===== src/hw/rtl/ioat_pkg.sv =====
`default_nettype none

package ioat_pkg;

    localparam int CAPACITY      = 64;
    localparam int POSITION_BITS = 32;

    localparam int IDX_W   = $clog2(CAPACITY);
    localparam int CNT_W   = $clog2(CAPACITY + 1);
    localparam int CHG_W   = 32;
    localparam int SUM_W   = 38;
    localparam int RECON_W = SUM_W + 2;
    localparam int ENTRY_W = POSITION_BITS + CHG_W;
    localparam int CFG_W   = 32;

    localparam logic CFG_ORIGINAL_LENGTH = 1'b0;
    localparam logic CFG_MODIFIED_LENGTH = 1'b1;

    localparam logic OP_QUERY  = 1'b0;
    localparam logic OP_INSERT = 1'b1;

    typedef struct packed {
        logic load;
        logic step;
        logic finish;
    } cmd_t;

    typedef struct packed {
        logic empty;
        logic last;
    } status_t;

endpackage

`default_nettype wire


===== src/hw/rtl/ioat_ctrl.sv =====
`default_nettype none

module ioat_ctrl (
    input  wire logic              clk,
    input  wire logic              rst_n,
    input  wire logic              start,
    input  wire ioat_pkg::status_t status,
    output      ioat_pkg::cmd_t    cmd,
    output      logic              busy
);

    typedef enum logic [3:0] {
        ST_IDLE   = 4'b0001,
        ST_SCAN   = 4'b0010,
        ST_DRAIN  = 4'b0100,
        ST_FINISH = 4'b1000
    } state_t;

    state_t state_reg;
    state_t state_next;

    always_ff @(posedge clk or negedge rst_n)
    begin
        if (!rst_n)
        begin
            state_reg <= ST_IDLE;
        end
        else
        begin
            state_reg <= state_next;
        end
    end

    always_comb
    begin
        state_next = state_reg;
        cmd        = '0;
        busy       = 1'b1;
        case (state_reg)
            ST_IDLE:
            begin
                busy = 1'b0;
                if (start)
                begin
                    cmd.load   = 1'b1;
                    state_next = status.empty ? ST_FINISH : ST_SCAN;
                end
            end
            ST_SCAN:
            begin
                cmd.step = 1'b1;
                if (status.last)
                begin
                    state_next = ST_DRAIN;
                end
            end
            ST_DRAIN:
            begin
                state_next = ST_FINISH;
            end
            ST_FINISH:
            begin
                cmd.finish = 1'b1;
                state_next = ST_IDLE;
            end
            default:
            begin
                state_next = ST_IDLE;
            end
        endcase
    end

endmodule

`default_nettype wire


===== config.mk =====
export PLATFORM = sky130hd
export DESIGN_NAME = ioat_ctrl
export DESIGN_NICKNAME = d
export VERILOG_FILES = /design/src/hw/rtl/ioat_pkg.sv /design/src/hw/rtl/ioat_ctrl.sv
export SDC_FILE = /design/constraint.sdc
export NUM_CORES = 1
export LEC_CHECK = 0
export BUFFER_PORTS_ARGS = -buffer_cell sky130_fd_sc_hd__buf_4
export CAP_MARGIN = 0
export CORE_AREA = 5 5 42 44
export DETAILED_ROUTE_END_ITERATION = 16
export DIE_AREA = 0 0 47 49
export GPL_TIMING_DRIVEN = 0
export PLACE_DENSITY = 0.48
export SYNTH_ARGS = -nofsm -noshare
export SYNTH_HDL_FRONTEND = slang
export SYNTH_SLANG_ARGS = --single-unit

===== constraint.sdc =====
create_clock -name clk -period 1.1 [get_ports clk]
set_input_delay 0.275 -clock clk [delete_from_list [all_inputs] [get_ports clk]]
set_output_delay 0.275 -clock clk [all_outputs]
set_load 0.02 [all_outputs]

==> impl_metrics.yaml <==
status:
  outcome: "complete, but fails checks"
  violations: "setup timing"
worst_setup_path:
  path_class: "reg2out"
  r2r_cells: 4
  required_ns: 0.82
  startpoint: "state_reg[2]"
  end_kind: "output pin"
  rrSetupSlack_ns: -0.08
  cp-start-kind: "register"
  timing.rr.end: "state_reg[3]"
  timing.critical_path.arrival_ns: 1.22
  r2r-start: "state_reg[0]"
  cp_max_fo: 4
logic_synthesis:
  synth_top_area_share_pct: 31.4
  synth_top_family_by_area: "simple AND/OR/NAND/NOR gates"
  synthAdderAreaFrac_pct: 0
  synth_edf_count: 0
  synth.area.top_cells: "dfrtp_1, dfstp_2, nor4b_4, buf_6, a311o_1"
  syn_inst: 21
  synthTopCellsByCount: "dfrtp_1, inv_1"
  yosysMostFrequentCell: "dfrtp_1"
  synth_xor_area_share_pct: 0
  synth_compound_area_share_pct: 14.1
  synthesis.nets: 26
  synthSimpleGateAreaFrac_pct: 35.6
  ys_seq_area_share_pct: 42.4
  synth_seq_cells: 4
  yosysWarnings: 0
  yosys.area.top_type: "dfrtp_1"
  synth-async-reset-ratio_pct: 100
  yosysUniqueCellTypes: 18
  synth_flop_cell: "dfrtp_1"
  synthMuxAreaShare_pct: 0
  avgSynthCellArea_sq_um: 11.4
  syn_area_sq_um: 239
grt:
  grt_pass1_wl_mm: 1.28
  grt_max_degree: 10
  antenna_found_initial: 0
  grt-ovfl-total: 0
  track_usage_pct: 8.35
  grt_pass1_vias: 291
sta:
  fin_crit_sh_pct: 136
  min_period_ns: 1.49
  maxSlewViolCount: 0
  rsz0062_at_grt: "true"
  finalHoldViolations: 0
  worst_pin_slew_ns: 0.205
  layout_setup_ws_ns: -0.394
  setup_viol: 8
  slew_headroom_pct: 86.3
  setup_tns_ns: -1.80
  holdWs_ns: 0.275
  worst_clock_skew_ns: 0.00272
  clock.fmax_mhz: 669
route:
  drc: 0
  vias_per_cell: 4.48
  top_layer: "met4"
  drt_iter0_markers: 4
  wire_per_inst_um: 14.6
  wl_met2_um: 506
  wl_um: 876
  wl_met3_um: 54
  antenna_left: 0
  vias: 269
  routedLengthMet1_um: 304
  dr.pass1.iters: 2
finish:
  fin_cells: 60
  num-fill-cells: 158
  finalNetCount: 50
  area_growth_pct: 114
  largest_reg_flops: 4
  num_antenna_cells: 0
  final_util_pct: 36.4
  final_area_sq_um: 510
  drive_gt1_share_pct: 75.0
placed_design:
  port-buffer-count: 8
  place.gp.congestion: 0.664
  placed_cells: 45
  dpl.hpwl_um: 443
  dp_slack_ns: -0.223
  placed_area_sq_um: 344
flow_run:
  max_cap_viol_count: 0
die:
  rows: 14
  ios: 9
  die_y_um: 49
  coreArea_sq_mm: 0.00140
  die_area_sq_mm: 0.00230
  die_x_um: 47
  start_util_pct: 17.1
hold_path:
  whs_endpoint: "state_reg[2]"
  hold_depth: 2
  hp-class: "in2reg"
  hold_path_startpoint: "status[0]"
clock_network:
  htree_levels: 1
  cts_tree: "yes"
  clockBufferDepth: 2
  root_buffer: "clkbuf_4"
  clock_latency_ns: 0.25
  cts_made_buffers: 3
  clkSinkCount: 4
  clk_pin_slew_ns: 0.04
power:
  vdd_drop_max_v: 0.000868
  leakagePower_nw: 0.234
  total_power_mw: 1.23
  power_density_mw_per_mm2: 2400
worst max-delay path by stage:
stage | endpoint | slack [ns] | cells past startpoint
floorplan | cmd[2] | -0.07 | 2
global placement | cmd[2] | -0.22 | 3
detailed placement | cmd[2] | -0.22 | 3
CTS | cmd[2] | -0.40 | 3
global route | busy | -0.44 | 4
finish | cmd[0] | -0.39 | 3
layout make-up:
class | instances | area, sq um | share of cell area [%]
repair buffers | 19 | 174 | 34.1
multi-input cells | 14 | 163 | 31.9
flip-flops and latches | 4 | 105 | 20.6
clock buffers | 4 | 26.3 | 5.15
well taps | 16 | 20.0 | 3.92
plain buffers | 1 | 15.0 | 2.94
inverters | 2 | 7.51 | 1.47
routing by layer:
layer | up-vias | global-route usage (%)
li1 | 123 | -
met1 | 132 | 8.24
met2 | 12 | 12.4
met3 | 2 | 4.06
met4 | 0 | 6.91
met5 | - | 0
critical path, cell delays in order, from the launching register on:
cell and delay, ns:
dfrtp_2 0.45, buf_6 0.15, nor4b_4 0.19, buf_4 0.17
kinds of logic after synthesis:
logic type | after synthesis
AOI/OAI and AO/OA | 4
DFF | 4
buffers and inverters | 3
and+or+nand+nor | 10
placed cells by master (no fill, tap or decap), drive strengths merged, types with 2 or more instances in the layout:
cell type / count
dfrtp: 3
nor4b: 2
clkbuf: 5
inv: 2
buf: 18
what timing repair did:
action / in CTS / in global routing
hold buffers: 1 / 0
endpoints found under the hold margin: 4 / 0
buffers inserted: 6 / 4
gates cloned: 0 / 1
resized for setup: 8 / 3
setup endpoints to repair: 4 / 8
pin swaps: 4 / 8
power breakdown:
part	internal [mW]	leakage [nW]	switching [mW]	total (mW)
sequential	0.204	0.0466	0.0627	0.267
combinational	0.461	0.173	0.279	0.740
clock	0.138	0.0150	0.0829	0.221
total	0.802	0.234	0.425	1.23
No activity file was read; power rests on OpenSTA's default activity.
